==> config.mk <==
export PLATFORM = sky130hd
export DESIGN_NAME = retransmit_timeout_table
export DESIGN_NICKNAME = d
export VERILOG_FILES = /design/src/hdl/rtt_pkg.sv /design/src/hdl/rtt_csr.sv /design/src/hdl/rtt_index_mod.sv /design/src/hdl/rtt_slot_ram.sv /design/src/hdl/rtt_age_unit.sv /design/src/hdl/retransmit_timeout_table.sv
export SDC_FILE = /design/constraint.sdc
export NUM_CORES = 2
export LEC_CHECK = 0
export BUFFER_PORTS_ARGS = -buffer_cell sky130_fd_sc_hd__buf_2
export CORE_ASPECT_RATIO = 1.75
export CORE_MARGIN = 4
export CORE_UTILIZATION = 45
export CTS_CLUSTER_DIAMETER = 120
export DETAILED_ROUTE_END_ITERATION = 7
export PLACE_DENSITY = 0.65
export SLEW_MARGIN = 20
export SYNTH_ARGS = -nofsm -noshare
export SYNTH_HDL_FRONTEND = slang
export SYNTH_SLANG_ARGS = --single-unit
==> constraint.sdc <==
create_clock -name clock -period 10.2 [get_ports clock]
set_input_delay 2.04 -clock clock [delete_from_list [all_inputs] [get_ports clock]]
set_output_delay 2.04 -clock clock [all_outputs]
set_load 0.1 [all_outputs]
==> src/hdl/rtt_pkg.sv <==
// Package for the retransmit timeout table: item types, codes, register map and helpers.
// Used by every module of the block; depends on nothing.
`timescale 1ns / 1ps

package rtt_pkg;

   localparam int SEQ_W     = 32;
   localparam int TIME_W    = 32;
   localparam int TOTAL_W   = 32;
   localparam int RETRY_W   = 8;
   localparam int KIND_W    = 3;
   localparam int REQ_W     = 3;

   localparam int DEFAULT_TABLE_DEPTH = 16;
   localparam int MAX_OUT             = 16;
   localparam int FOUND_W             = $clog2(MAX_OUT + 1);

   localparam int CSR_ADDR_W = 4;
   localparam int CSR_DATA_W = 32;
   localparam int CSR_IDX_W  = CSR_ADDR_W - 2;

   localparam logic [CSR_IDX_W-1:0] CSR_RETRY_TIMEOUT = 2'd0;
   localparam logic [CSR_IDX_W-1:0] CSR_MAX_RETRIES   = 2'd1;
   localparam logic [CSR_IDX_W-1:0] CSR_ACK_TIMEOUT   = 2'd2;

   localparam logic [TIME_W-1:0]  RETRY_TIMEOUT_RESET = 32'd100;
   localparam logic [RETRY_W-1:0] MAX_RETRIES_RESET   = 8'd3;
   localparam logic [TIME_W-1:0]  ACK_TIMEOUT_RESET   = 32'd500;

   localparam logic [REQ_W-1:0] REQ_RECORD     = 3'd0;
   localparam logic [REQ_W-1:0] REQ_ACK        = 3'd1;
   localparam logic [REQ_W-1:0] REQ_TICK       = 3'd2;
   localparam logic [REQ_W-1:0] REQ_RETRANSMIT = 3'd3;
   localparam logic [REQ_W-1:0] REQ_LOSS       = 3'd4;

   localparam logic [KIND_W-1:0] KIND_DONE        = 3'd0;
   localparam logic [KIND_W-1:0] KIND_ACK_MISS    = 3'd1;
   localparam logic [KIND_W-1:0] KIND_RETRANSMIT  = 3'd2;
   localparam logic [KIND_W-1:0] KIND_NOTHING_DUE = 3'd3;
   localparam logic [KIND_W-1:0] KIND_LOSS_DONE   = 3'd4;

   typedef struct packed {
      logic [REQ_W-1:0] req_type;
      logic [SEQ_W-1:0] seq_num;
   } req_item_type;

   typedef struct packed {
      logic [KIND_W-1:0]  kind;
      logic [SEQ_W-1:0]   out_seq;
      logic [RETRY_W-1:0] retries_used;
      logic [TOTAL_W-1:0] acked_total;
      logic [TOTAL_W-1:0] resent_total;
      logic [TOTAL_W-1:0] lost_total;
      logic               last;
   } rsp_item_type;

   typedef struct packed {
      logic [TIME_W-1:0]  retry_timeout;
      logic [RETRY_W-1:0] max_retries;
      logic [TIME_W-1:0]  ack_timeout;
   } cfg_type;

   typedef struct packed {
      logic [SEQ_W-1:0]   seq;
      logic               acked;
      logic [TIME_W-1:0]  stamp;
      logic [RETRY_W-1:0] retries;
   } slot_entry_type;

   typedef enum logic [2:0] {
      ST_IDLE,
      ST_DECODE,
      ST_MOD,
      ST_ACK_CHECK,
      ST_SCAN,
      ST_FINISH
   } seq_state_type;

   function automatic logic [TOTAL_W-1:0] sat_add(input logic [TOTAL_W-1:0] a,
                                                 input logic [TOTAL_W-1:0] b);
      logic [TOTAL_W:0] s;
      s = {1'b0, a} + {1'b0, b};
      return s[TOTAL_W] ? {TOTAL_W{1'b1}} : s[TOTAL_W-1:0];
   endfunction

endpackage

==> src/hdl/rtt_csr.sv <==
// Configuration registers of the retransmit timeout table behind an APB-style port.
// Depends on rtt_pkg for the register map, reset values and the cfg_type struct.
`timescale 1ns / 1ps

module rtt_csr (
   input  logic                             clock,
   input  logic                             reset,
   input  logic                             psel,
   input  logic                             penable,
   input  logic                             pwrite,
   input  logic [rtt_pkg::CSR_ADDR_W-1:0]   paddr,
   input  logic [rtt_pkg::CSR_DATA_W-1:0]   pwdata,
   output logic [rtt_pkg::CSR_DATA_W-1:0]   prdata,
   output logic                             pready,
   output rtt_pkg::cfg_type                 cfg
);
   import rtt_pkg::*;

   cfg_type               cfg_ff;
   cfg_type               cfg_in;
   logic                  wr_en;
   logic [CSR_IDX_W-1:0]  reg_idx;

   assign pready  = 1'b1;
   assign reg_idx = paddr[CSR_ADDR_W-1:2];
   assign wr_en   = psel && penable && pwrite;
   assign cfg     = cfg_ff;

   always_comb begin
      cfg_in = cfg_ff;
      if (wr_en) begin
         case (reg_idx)
            CSR_RETRY_TIMEOUT: cfg_in.retry_timeout = pwdata[TIME_W-1:0];
            CSR_MAX_RETRIES:   cfg_in.max_retries   = pwdata[RETRY_W-1:0];
            CSR_ACK_TIMEOUT:   cfg_in.ack_timeout   = pwdata[TIME_W-1:0];
            default: ;
         endcase
      end
   end

   always_comb begin
      case (reg_idx)
         CSR_RETRY_TIMEOUT: prdata = cfg_ff.retry_timeout;
         CSR_MAX_RETRIES:   prdata = {{(CSR_DATA_W-RETRY_W){1'b0}}, cfg_ff.max_retries};
         CSR_ACK_TIMEOUT:   prdata = cfg_ff.ack_timeout;
         default:           prdata = '0;
      endcase
   end

   always_ff @(posedge clock) begin
      if (reset) begin
         cfg_ff.retry_timeout <= RETRY_TIMEOUT_RESET;
         cfg_ff.max_retries   <= MAX_RETRIES_RESET;
         cfg_ff.ack_timeout   <= ACK_TIMEOUT_RESET;
      end else begin
         cfg_ff <= cfg_in;
      end
   end

endmodule

==> src/hdl/rtt_index_mod.sv <==
// Remainder unit: sequence number mod table depth by reciprocal multiply, then subtract.
// Depends on rtt_pkg for widths.
`timescale 1ns / 1ps

module rtt_index_mod #(
   parameter int TABLE_DEPTH = rtt_pkg::DEFAULT_TABLE_DEPTH
) (
   input  logic                             clock,
   input  logic                             reset,
   input  logic                             start,
   input  logic [rtt_pkg::SEQ_W-1:0]        dividend,
   output logic                             done,
   output logic [$clog2(TABLE_DEPTH)-1:0]   index
);
   import rtt_pkg::*;

   localparam int IDX_W   = $clog2(TABLE_DEPTH);
   localparam int RECIP_W = SEQ_W + 1;
   localparam int PROD_W  = SEQ_W + RECIP_W;
   localparam logic [RECIP_W-1:0] RECIP =
      RECIP_W'(((longint'(1) << (SEQ_W + IDX_W)) + longint'(TABLE_DEPTH) - longint'(1))
               / longint'(TABLE_DEPTH));
   localparam logic [IDX_W-1:0]   DEPTH_LO = IDX_W'(TABLE_DEPTH);

   logic [PROD_W-1:0] prod;
   logic [IDX_W-1:0]  quot_lo_ff, quot_lo_in;
   logic [IDX_W-1:0]  div_lo_ff, div_lo_in;
   logic [IDX_W-1:0]  rem_ff, rem_in;
   logic              run_ff, run_in;
   logic              done_ff, done_in;

   assign done  = done_ff;
   assign index = rem_ff;
   assign prod  = PROD_W'(dividend) * PROD_W'(RECIP);

   // quotient low bits are enough: the remainder is below 2^IDX_W
   always_comb begin
      quot_lo_in = quot_lo_ff;
      div_lo_in  = div_lo_ff;
      rem_in     = rem_ff;
      run_in     = 1'b0;
      done_in    = 1'b0;
      if (start) begin
         quot_lo_in = prod[SEQ_W+IDX_W +: IDX_W];
         div_lo_in  = dividend[IDX_W-1:0];
         run_in     = 1'b1;
      end else if (run_ff) begin
         rem_in  = div_lo_ff - quot_lo_ff * DEPTH_LO;
         done_in = 1'b1;
      end
   end

   always_ff @(posedge clock) begin
      if (reset) begin
         run_ff  <= 1'b0;
         done_ff <= 1'b0;
      end else begin
         run_ff  <= run_in;
         done_ff <= done_in;
      end
      quot_lo_ff <= quot_lo_in;
      div_lo_ff  <= div_lo_in;
      rem_ff     <= rem_in;
   end

endmodule

==> src/hdl/rtt_slot_ram.sv <==
// Slot store of the retransmit timeout table: one write port, one registered read port.
// Depends on rtt_pkg for the slot entry layout.
`timescale 1ns / 1ps

module rtt_slot_ram #(
   parameter int TABLE_DEPTH = rtt_pkg::DEFAULT_TABLE_DEPTH
) (
   input  logic                             clock,
   input  logic                             wr_en,
   input  logic [$clog2(TABLE_DEPTH)-1:0]   wr_addr,
   input  rtt_pkg::slot_entry_type          wr_data,
   input  logic                             rd_en,
   input  logic [$clog2(TABLE_DEPTH)-1:0]   rd_addr,
   output rtt_pkg::slot_entry_type          rd_data
);
   import rtt_pkg::*;

   slot_entry_type mem_ff [TABLE_DEPTH];
   slot_entry_type rd_data_ff;

   assign rd_data = rd_data_ff;

   always_ff @(posedge clock) begin
      if (wr_en) begin
         mem_ff[wr_addr] <= wr_data;
      end
      if (rd_en) begin
         rd_data_ff <= mem_ff[rd_addr];
      end
   end

endmodule

==> src/hdl/rtt_age_unit.sv <==
// Shared age check: (time_now - stamp) mod 2^32 compared strictly above a timeout.
// Depends on rtt_pkg for the time width.
`timescale 1ns / 1ps

module rtt_age_unit (
   input  logic [rtt_pkg::TIME_W-1:0] time_now,
   input  logic [rtt_pkg::TIME_W-1:0] stamp,
   input  logic [rtt_pkg::TIME_W-1:0] threshold,
   output logic                       over
);
   import rtt_pkg::*;

   logic [TIME_W-1:0] age;

   assign age  = time_now - stamp;
   assign over = age > threshold;

endmodule

==> src/hdl/retransmit_timeout_table.sv <==
// Top level of the retransmit timeout table: sequencer, slot valid bits, time and totals.
// Depends on rtt_pkg, rtt_csr, rtt_index_mod, rtt_slot_ram and rtt_age_unit.
//
//   channel   handshake                           payload
//   request   start / busy                        req_data (req_item_type)
//   result    rsp_strobe, one cycle, no stall     rsp_data (rsp_item_type)
//   config    psel penable pwrite / pready        paddr, pwdata, prdata
//
// Busy stays high while a request is handled: decode alone on tick and unknown requests;
// decode and the remainder unit (reciprocal multiply, then subtract) on record; both and a
// slot check on ack. Scans hold busy through decode, a scan of one slot a cycle through the
// slot store read port and the shared age unit, and a finish state. Each result is registered
// before it strobes, the last in the first cycle with busy low. The receiver cannot stall.
// Synchronous reset clears valid bits, time, totals and control; slot data is not cleared.
`timescale 1ns / 1ps

module retransmit_timeout_table #(
   parameter int TABLE_DEPTH = rtt_pkg::DEFAULT_TABLE_DEPTH
) (
   input  logic                             clock,
   input  logic                             reset,
   input  logic                             start,
   output logic                             busy,
   input  rtt_pkg::req_item_type            req_data,
   output logic                             rsp_strobe,
   output rtt_pkg::rsp_item_type            rsp_data,
   input  logic                             psel,
   input  logic                             penable,
   input  logic                             pwrite,
   input  logic [rtt_pkg::CSR_ADDR_W-1:0]   paddr,
   input  logic [rtt_pkg::CSR_DATA_W-1:0]   pwdata,
   output logic [rtt_pkg::CSR_DATA_W-1:0]   prdata,
   output logic                             pready
);
   import rtt_pkg::*;

   localparam int IDX_W = $clog2(TABLE_DEPTH);
   localparam int CNT_W = IDX_W + 1;
   localparam logic [CNT_W-1:0]   DEPTH_CNT   = CNT_W'(TABLE_DEPTH);
   localparam logic [FOUND_W-1:0] MAX_OUT_CNT = FOUND_W'(MAX_OUT);

   cfg_type                cfg;
   seq_state_type          state_ff, state_in;
   req_item_type           req_ff, req_in;
   logic [TABLE_DEPTH-1:0] valid_ff, valid_in;
   logic [TIME_W-1:0]      time_ff, time_in;
   logic [TOTAL_W-1:0]     acked_ff, acked_in;
   logic [TOTAL_W-1:0]     resent_ff, resent_in;
   logic [TOTAL_W-1:0]     lost_ff, lost_in;
   logic [IDX_W-1:0]       slot_idx_ff, slot_idx_in;
   logic [CNT_W-1:0]       issue_ff, issue_in;
   logic                   eval_valid_ff, eval_valid_in;
   logic [IDX_W-1:0]       eval_idx_ff, eval_idx_in;
   logic [FOUND_W-1:0]     found_ff, found_in;
   logic [CNT_W-1:0]       stale_ff, stale_in;
   logic                   pend_valid_ff, pend_valid_in;
   rsp_item_type           pend_ff, pend_in;
   logic                   rsp_strobe_ff, rsp_strobe_in;
   rsp_item_type           rsp_ff, rsp_in;

   logic                   accept;
   logic                   mod_start;
   logic                   mod_done;
   logic [IDX_W-1:0]       mod_index;
   logic                   wr_en;
   logic [IDX_W-1:0]       wr_addr;
   slot_entry_type         wr_data;
   logic                   rd_en;
   logic [IDX_W-1:0]       rd_addr;
   slot_entry_type         rd_data;
   logic [TIME_W-1:0]      threshold;
   logic                   age_over;
   logic                   live;
   logic                   due;

   rtt_csr u_csr (
      .clock   (clock),
      .reset   (reset),
      .psel    (psel),
      .penable (penable),
      .pwrite  (pwrite),
      .paddr   (paddr),
      .pwdata  (pwdata),
      .prdata  (prdata),
      .pready  (pready),
      .cfg     (cfg)
   );

   rtt_index_mod #(.TABLE_DEPTH(TABLE_DEPTH)) u_mod (
      .clock    (clock),
      .reset    (reset),
      .start    (mod_start),
      .dividend (req_ff.seq_num),
      .done     (mod_done),
      .index    (mod_index)
   );

   rtt_slot_ram #(.TABLE_DEPTH(TABLE_DEPTH)) u_ram (
      .clock   (clock),
      .wr_en   (wr_en),
      .wr_addr (wr_addr),
      .wr_data (wr_data),
      .rd_en   (rd_en),
      .rd_addr (rd_addr),
      .rd_data (rd_data)
   );

   rtt_age_unit u_age (
      .time_now  (time_ff),
      .stamp     (rd_data.stamp),
      .threshold (threshold),
      .over      (age_over)
   );

   assign busy       = (state_ff != ST_IDLE);
   assign accept     = start && !busy;
   assign rsp_strobe = rsp_strobe_ff;
   assign rsp_data   = rsp_ff;
   assign threshold  = (req_ff.req_type == REQ_LOSS) ? cfg.ack_timeout : cfg.retry_timeout;
   assign live       = eval_valid_ff && valid_ff[eval_idx_ff] && !rd_data.acked;
   assign due        = live && age_over && (rd_data.retries < cfg.max_retries)
                       && (found_ff < MAX_OUT_CNT);

   always_comb begin
      state_in = state_ff;
      case (state_ff)
         ST_IDLE: begin
            if (accept) begin
               state_in = ST_DECODE;
            end
         end
         ST_DECODE: begin
            if (req_ff.req_type inside {REQ_RECORD, REQ_ACK}) begin
               state_in = ST_MOD;
            end else if (req_ff.req_type inside {REQ_RETRANSMIT, REQ_LOSS}) begin
               state_in = ST_SCAN;
            end else begin
               state_in = ST_IDLE;
            end
         end
         ST_MOD: begin
            if (mod_done) begin
               state_in = (req_ff.req_type == REQ_ACK) ? ST_ACK_CHECK : ST_IDLE;
            end
         end
         ST_ACK_CHECK: state_in = ST_IDLE;
         ST_SCAN: begin
            if (issue_ff == DEPTH_CNT && eval_valid_ff) begin
               state_in = ST_FINISH;
            end
         end
         ST_FINISH: state_in = ST_IDLE;
         default:   state_in = ST_IDLE;
      endcase
   end

   always_comb begin
      req_in        = accept ? req_data : req_ff;
      valid_in      = valid_ff;
      time_in       = time_ff;
      acked_in      = acked_ff;
      resent_in     = resent_ff;
      lost_in       = lost_ff;
      slot_idx_in   = slot_idx_ff;
      issue_in      = issue_ff;
      eval_valid_in = 1'b0;
      eval_idx_in   = eval_idx_ff;
      found_in      = found_ff;
      stale_in      = stale_ff;
      pend_valid_in = pend_valid_ff;
      pend_in       = pend_ff;
      mod_start     = 1'b0;
      wr_en         = 1'b0;
      wr_addr       = mod_index;
      wr_data       = rd_data;
      rd_en         = 1'b0;
      rd_addr       = mod_index;
      rsp_strobe_in = 1'b0;
      rsp_in        = rsp_ff;

      case (state_ff)
         ST_DECODE: begin
            mod_start     = (req_ff.req_type inside {REQ_RECORD, REQ_ACK});
            issue_in      = '0;
            found_in      = '0;
            stale_in      = '0;
            pend_valid_in = 1'b0;
            if (req_ff.req_type == REQ_TICK) begin
               time_in = time_ff + 1'b1;
            end
            if (!(req_ff.req_type inside {REQ_RECORD, REQ_ACK, REQ_RETRANSMIT, REQ_LOSS}))
            begin
               rsp_strobe_in = 1'b1;
            end
         end
         ST_MOD: begin
            if (mod_done) begin
               slot_idx_in = mod_index;
               if (req_ff.req_type == REQ_ACK) begin
                  rd_en = 1'b1;
               end else begin
                  wr_en               = 1'b1;
                  wr_data.seq         = req_ff.seq_num;
                  wr_data.acked       = 1'b0;
                  wr_data.stamp       = time_ff;
                  wr_data.retries     = '0;
                  valid_in[mod_index] = 1'b1;
                  rsp_strobe_in       = 1'b1;
               end
            end
         end
         ST_ACK_CHECK: begin
            rsp_strobe_in = 1'b1;
            wr_addr       = slot_idx_ff;
            if (valid_ff[slot_idx_ff] && rd_data.seq == req_ff.seq_num) begin
               wr_en         = 1'b1;
               wr_data.acked = 1'b1;
               acked_in      = sat_add(acked_ff, TOTAL_W'(1));
            end
         end
         ST_SCAN: begin
            if (issue_ff != DEPTH_CNT) begin
               rd_en         = 1'b1;
               rd_addr       = issue_ff[IDX_W-1:0];
               issue_in      = issue_ff + 1'b1;
               eval_valid_in = 1'b1;
               eval_idx_in   = issue_ff[IDX_W-1:0];
            end
            if (req_ff.req_type == REQ_LOSS) begin
               if (live && age_over) begin
                  stale_in = stale_ff + 1'b1;
               end
            end else if (due) begin
               wr_en           = 1'b1;
               wr_addr         = eval_idx_ff;
               wr_data.retries = rd_data.retries + 1'b1;
               wr_data.stamp   = time_ff;
               resent_in       = sat_add(resent_ff, TOTAL_W'(1));
               found_in        = found_ff + 1'b1;
               if (pend_valid_ff) begin
                  rsp_strobe_in = 1'b1;
               end
               pend_valid_in        = 1'b1;
               pend_in.kind         = KIND_RETRANSMIT;
               pend_in.out_seq      = rd_data.seq;
               pend_in.retries_used = rd_data.retries + 1'b1;
               pend_in.acked_total  = acked_ff;
               pend_in.resent_total = resent_in;
               pend_in.lost_total   = lost_ff;
               pend_in.last         = 1'b0;
            end
         end
         ST_FINISH: begin
            rsp_strobe_in = 1'b1;
            if (req_ff.req_type == REQ_LOSS) begin
               lost_in = sat_add(lost_ff, TOTAL_W'(stale_ff));
            end
         end
         default: ;
      endcase

      if (state_ff == ST_SCAN) begin
         rsp_in = pend_ff;
      end else if (state_ff == ST_FINISH && req_ff.req_type == REQ_RETRANSMIT
                   && pend_valid_ff) begin
         rsp_in      = pend_ff;
         rsp_in.last = 1'b1;
      end else begin
         rsp_in.kind         = KIND_DONE;
         rsp_in.out_seq      = '0;
         rsp_in.retries_used = '0;
         rsp_in.acked_total  = acked_in;
         rsp_in.resent_total = resent_in;
         rsp_in.lost_total   = lost_in;
         rsp_in.last         = 1'b1;
         if (state_ff == ST_ACK_CHECK && acked_in == acked_ff
             && !(valid_ff[slot_idx_ff] && rd_data.seq == req_ff.seq_num)) begin
            rsp_in.kind = KIND_ACK_MISS;
         end
         if (state_ff == ST_FINISH) begin
            rsp_in.kind = (req_ff.req_type == REQ_LOSS) ? KIND_LOSS_DONE : KIND_NOTHING_DUE;
         end
      end
   end

   always_ff @(posedge clock) begin
      if (reset) begin
         state_ff      <= ST_IDLE;
         valid_ff      <= '0;
         time_ff       <= '0;
         acked_ff      <= '0;
         resent_ff     <= '0;
         lost_ff       <= '0;
         eval_valid_ff <= 1'b0;
         pend_valid_ff <= 1'b0;
         rsp_strobe_ff <= 1'b0;
         issue_ff      <= '0;
         found_ff      <= '0;
         stale_ff      <= '0;
      end else begin
         state_ff      <= state_in;
         valid_ff      <= valid_in;
         time_ff       <= time_in;
         acked_ff      <= acked_in;
         resent_ff     <= resent_in;
         lost_ff       <= lost_in;
         eval_valid_ff <= eval_valid_in;
         pend_valid_ff <= pend_valid_in;
         rsp_strobe_ff <= rsp_strobe_in;
         issue_ff      <= issue_in;
         found_ff      <= found_in;
         stale_ff      <= stale_in;
      end
      req_ff      <= req_in;
      slot_idx_ff <= slot_idx_in;
      eval_idx_ff <= eval_idx_in;
      pend_ff     <= pend_in;
      rsp_ff      <= rsp_in;
   end

endmodule
==> flow_summary.yaml <==
placed_design:
  place_hpwl_mm: 98.4
  port_buffers: 248
  gp_congestion: 0.827
timing:
  finalHoldViolations: 0
  setup_viol: 0
  min_period_over_period_pct: 77.5
  fmaxAchievable_mhz: 126
  drv_slew: 0
  worstMarginPinSlew_ps: 1070
  rsz0062_at_grt: "false"
  min_period_ps: 7910
  relSlewSlack_pct: 26.8
  setup_tns_ps: 0
  fin_worst_skew_ps: 43.4
clock_tree:
  cts_sinks: 1807
  cts_resized: 0
  clock_latency_ps: 810
  max-clock-path-buffers: 3
  cts_buffers: 160
  clkTransAtPathRegs_ps: 70
  postCtsHoldBufs: 0
  clock-root-buffer: "clkbuf_16"
  post-cts-setup-buffer-count: 0
  cts-htree-levels: 4
  tritoncts: "built"
floorplanning:
  top_level_ports: 252
  core_area_sq_um: 159000
  die_h_um: 537
  rows: 194
  initial_core_util_pct: 45.2
  dieArea_sq_um: 167000
  fp.dieW_um: 311
global_routing:
  grt_pass1_wl_mm: 258
  first_global_vias: 41700
  grt_max_degree: 147
  antenna_found_initial: 4
  overflow: 0
  grt_usage_pct: 20.4
detailed_routing:
  postRouteAntennaNets: 0
  firstDrtPassIters: 6
  via_count: 40900
  avgViaCountPerCell: 5.71
  drt_iter0_drc: 3586
  wl_per_cell_um: 23.9
  drc: 0
  drt_wl_total_mm: 171
yosys:
  syn-num-nets: 4886
  ys_seq_area_share_pct: 70.0
  synth_top_area_share_pct: 59.5
  ys_types: 79
  yosysTopAreaCell: "edfxtp_1"
  ys_warn_count: 0
  synth.avg_cell_area_sq_um: 15.3
  synth.area.top_cells: "edfxtp_1 60%, dfxtp_1 11%, mux4_2 9.3%"
  yosys_most_used_dff: "edfxtp_1"
  synth_edf_count: 1428
  yosys-top-cells-count: "1428 x edfxtp_1, 540 x nand2_1, 379 x dfxtp_1"
  synth_area_sq_um: 72100
  netlist_instances: 4724
  post-synth-top-count-cell: "edfxtp_1"
  async_reset_ff_share_pct: 0
  ys_seq_elements: 1807
setup_path:
  crit_arrival_ps: 8350
  crit_path_end_kind: "register"
  cp_max_fo: 21
  worst_setup_path_start_kind: "register"
  crit_required_ps: 10640
  worstSetupPathType: "reg2reg"
cells_and_area:
  areaGrowthSynthToFinish_pct: 12.8
  final_layout_size_suffix_gt1_share_pct: 19.1
  nFillCells: 13100
  finalNetCount: 5152
power_and_ir_drop:
  p_leak_uw: 0.0275
  powerDensity_nw_per_um2: 183
  ir_drop_v: 0.000170
  total_power_uw: 14800
flow_run:
  max_cap_violations: 0
hold_path:
  hold_class: "reg2reg"
run_status:
  status: "complete, no violations"
## registers in the layout, summed over array words and instances (netlist names), 5 cells and up
signal	count
u_ram.mem_ff	1168
rsp_data	140
pend_ff	136
u_ram.rd_data	73
u_csr.cfg	72
req_ff	35
acked_ff	32
lost_ff	32
resent_ff	32
time_ff	32
valid_ff	16
found_ff	5
issue_ff	5
stale_ff	5
## worst paths after layout
check | slack, ps | endpoint | depth (start not counted) | from
setup / recovery | 2290 | u_ram.mem_ff[5][29] | 24 | time_ff[0]
hold / removal | 420 | u_mod.index[0] | 0 | u_mod.div_lo_ff[0]
setup reg to reg | 2290 | u_ram.mem_ff[5][29] | 24 | time_ff[0]
hold reg to reg | 420 | u_mod.index[0] | 0 | u_mod.div_lo_ff[0]
## cells by family after synthesis
logic type	share of synthesized area, %
fa+ha+maj	1.50
compound gates	5.43
simple gates	8.03
xor+xnor	1.63
mux	11.3
flops	70.0
buf+inv	2.05
other cells	0.00520
## cells in the final DEF, fill, tap and decap left out, types with 10 or more instances in the layout
| master | instances |
|---|---|
| nor2_1 | 296 |
| o21a_1 | 14 |
| nand2_1 | 538 |
| clkbuf_16 | 165 |
| a211oi_1 | 79 |
| nand4_1 | 54 |
| clkinv_1 | 21 |
| o21ai_0 | 152 |
| nor2_4 | 17 |
| bufinv_16 | 11 |
| edfxtp_1 | 1428 |
| dfxtp_1 | 379 |
| or3_1 | 15 |
| xor2_1 | 51 |
| nor2b_1 | 17 |
| mux4_2 | 296 |
| a21oi_1 | 192 |
| and3_1 | 35 |
| buf_12 | 20 |
| nor3_1 | 28 |
| mux2_2 | 38 |
| and2_1 | 128 |
| o22ai_1 | 34 |
| a31oi_1 | 94 |
| buf_4 | 84 |
| nand3_1 | 89 |
| xnor2_1 | 83 |
| nor4_1 | 10 |
| buf_2 | 247 |
| clkbuf_8 | 13 |
| o21ai_1 | 12 |
| ha_1 | 83 |
| nand2b_1 | 10 |
| inv_1 | 78 |
| mux2i_1 | 90 |
| a21o_1 | 20 |
| clkinv_2 | 22 |
| clkbuf_1 | 27 |
## layout make-up
cell class	count	area (sq um)	share of cell area (%)
flip-flops and latches	1807	50500	62.1
multi-input cells	2586	20400	25.0
clock buffers	205	4410	5.43
well taps	2058	2570	3.17
repair buffers	354	2330	2.87
clock inverters	79	811	0.998
inverters	81	309	0.380
diodes	3	7.51	0.00924
## critical path, cell delays in order, from the launching register on
cell and delay [ps]:
dfxtp_1 350, inv_1 70, ha_1 160, inv_1 50, fa_1 420, a211oi_1 350, o21a_1 260, o31a_1 260
o21ai_1 220, a2111oi_0 470, nor3_1 140, a211oi_1 330, a22oi_1 160, xor2_1 180, ha_1 310, nand4_1 140
nor4_1 520, nand2_1 110, o221ai_1 220, o31ai_1 160, o21a_1 250, a221oi_1 620, nand2b_1 410, nor2_4 810
buf_4 520
## report_power, final
part | internal (uW) | switching (uW)
combinational | 234 | 551
sequential | 7960 | 48.8
clock | 3360 | 2700
total | 11600 | 3300
## per-stage QoR
| stage | hold WS, ps | util [%] | instances | cell area [sq um] | setup WS [ps] |
|---|---|---|---|---|---|
| 3_5_place_dp | 405 | 47.6 | 6884 | 76000 | 2160 |
| 2_1_floorplan | 400 | - | 4724 | 72100 | 1740 |
| 3_3_place_gp | 406 | 47.6 | 6883 | 76000 | 2110 |
| 5_1_grt | 433 | 51.0 | 7171 | 81300 | 1820 |
| 4_1_cts | 421 | 50.9 | 7168 | 81200 | 2160 |
| 6_report | 420 | 51.0 | 7173 | 81300 | 2290 |
## metal layers
layer / track usage, % / wire [um]
met1: 25.6 / 68000
met2: 36.4 / 88200
met3: 3.18 / 10500
met4: 6.17 / 4680
met5: 0 / 23
Note: power is estimated with default switching activity, not from simulation.
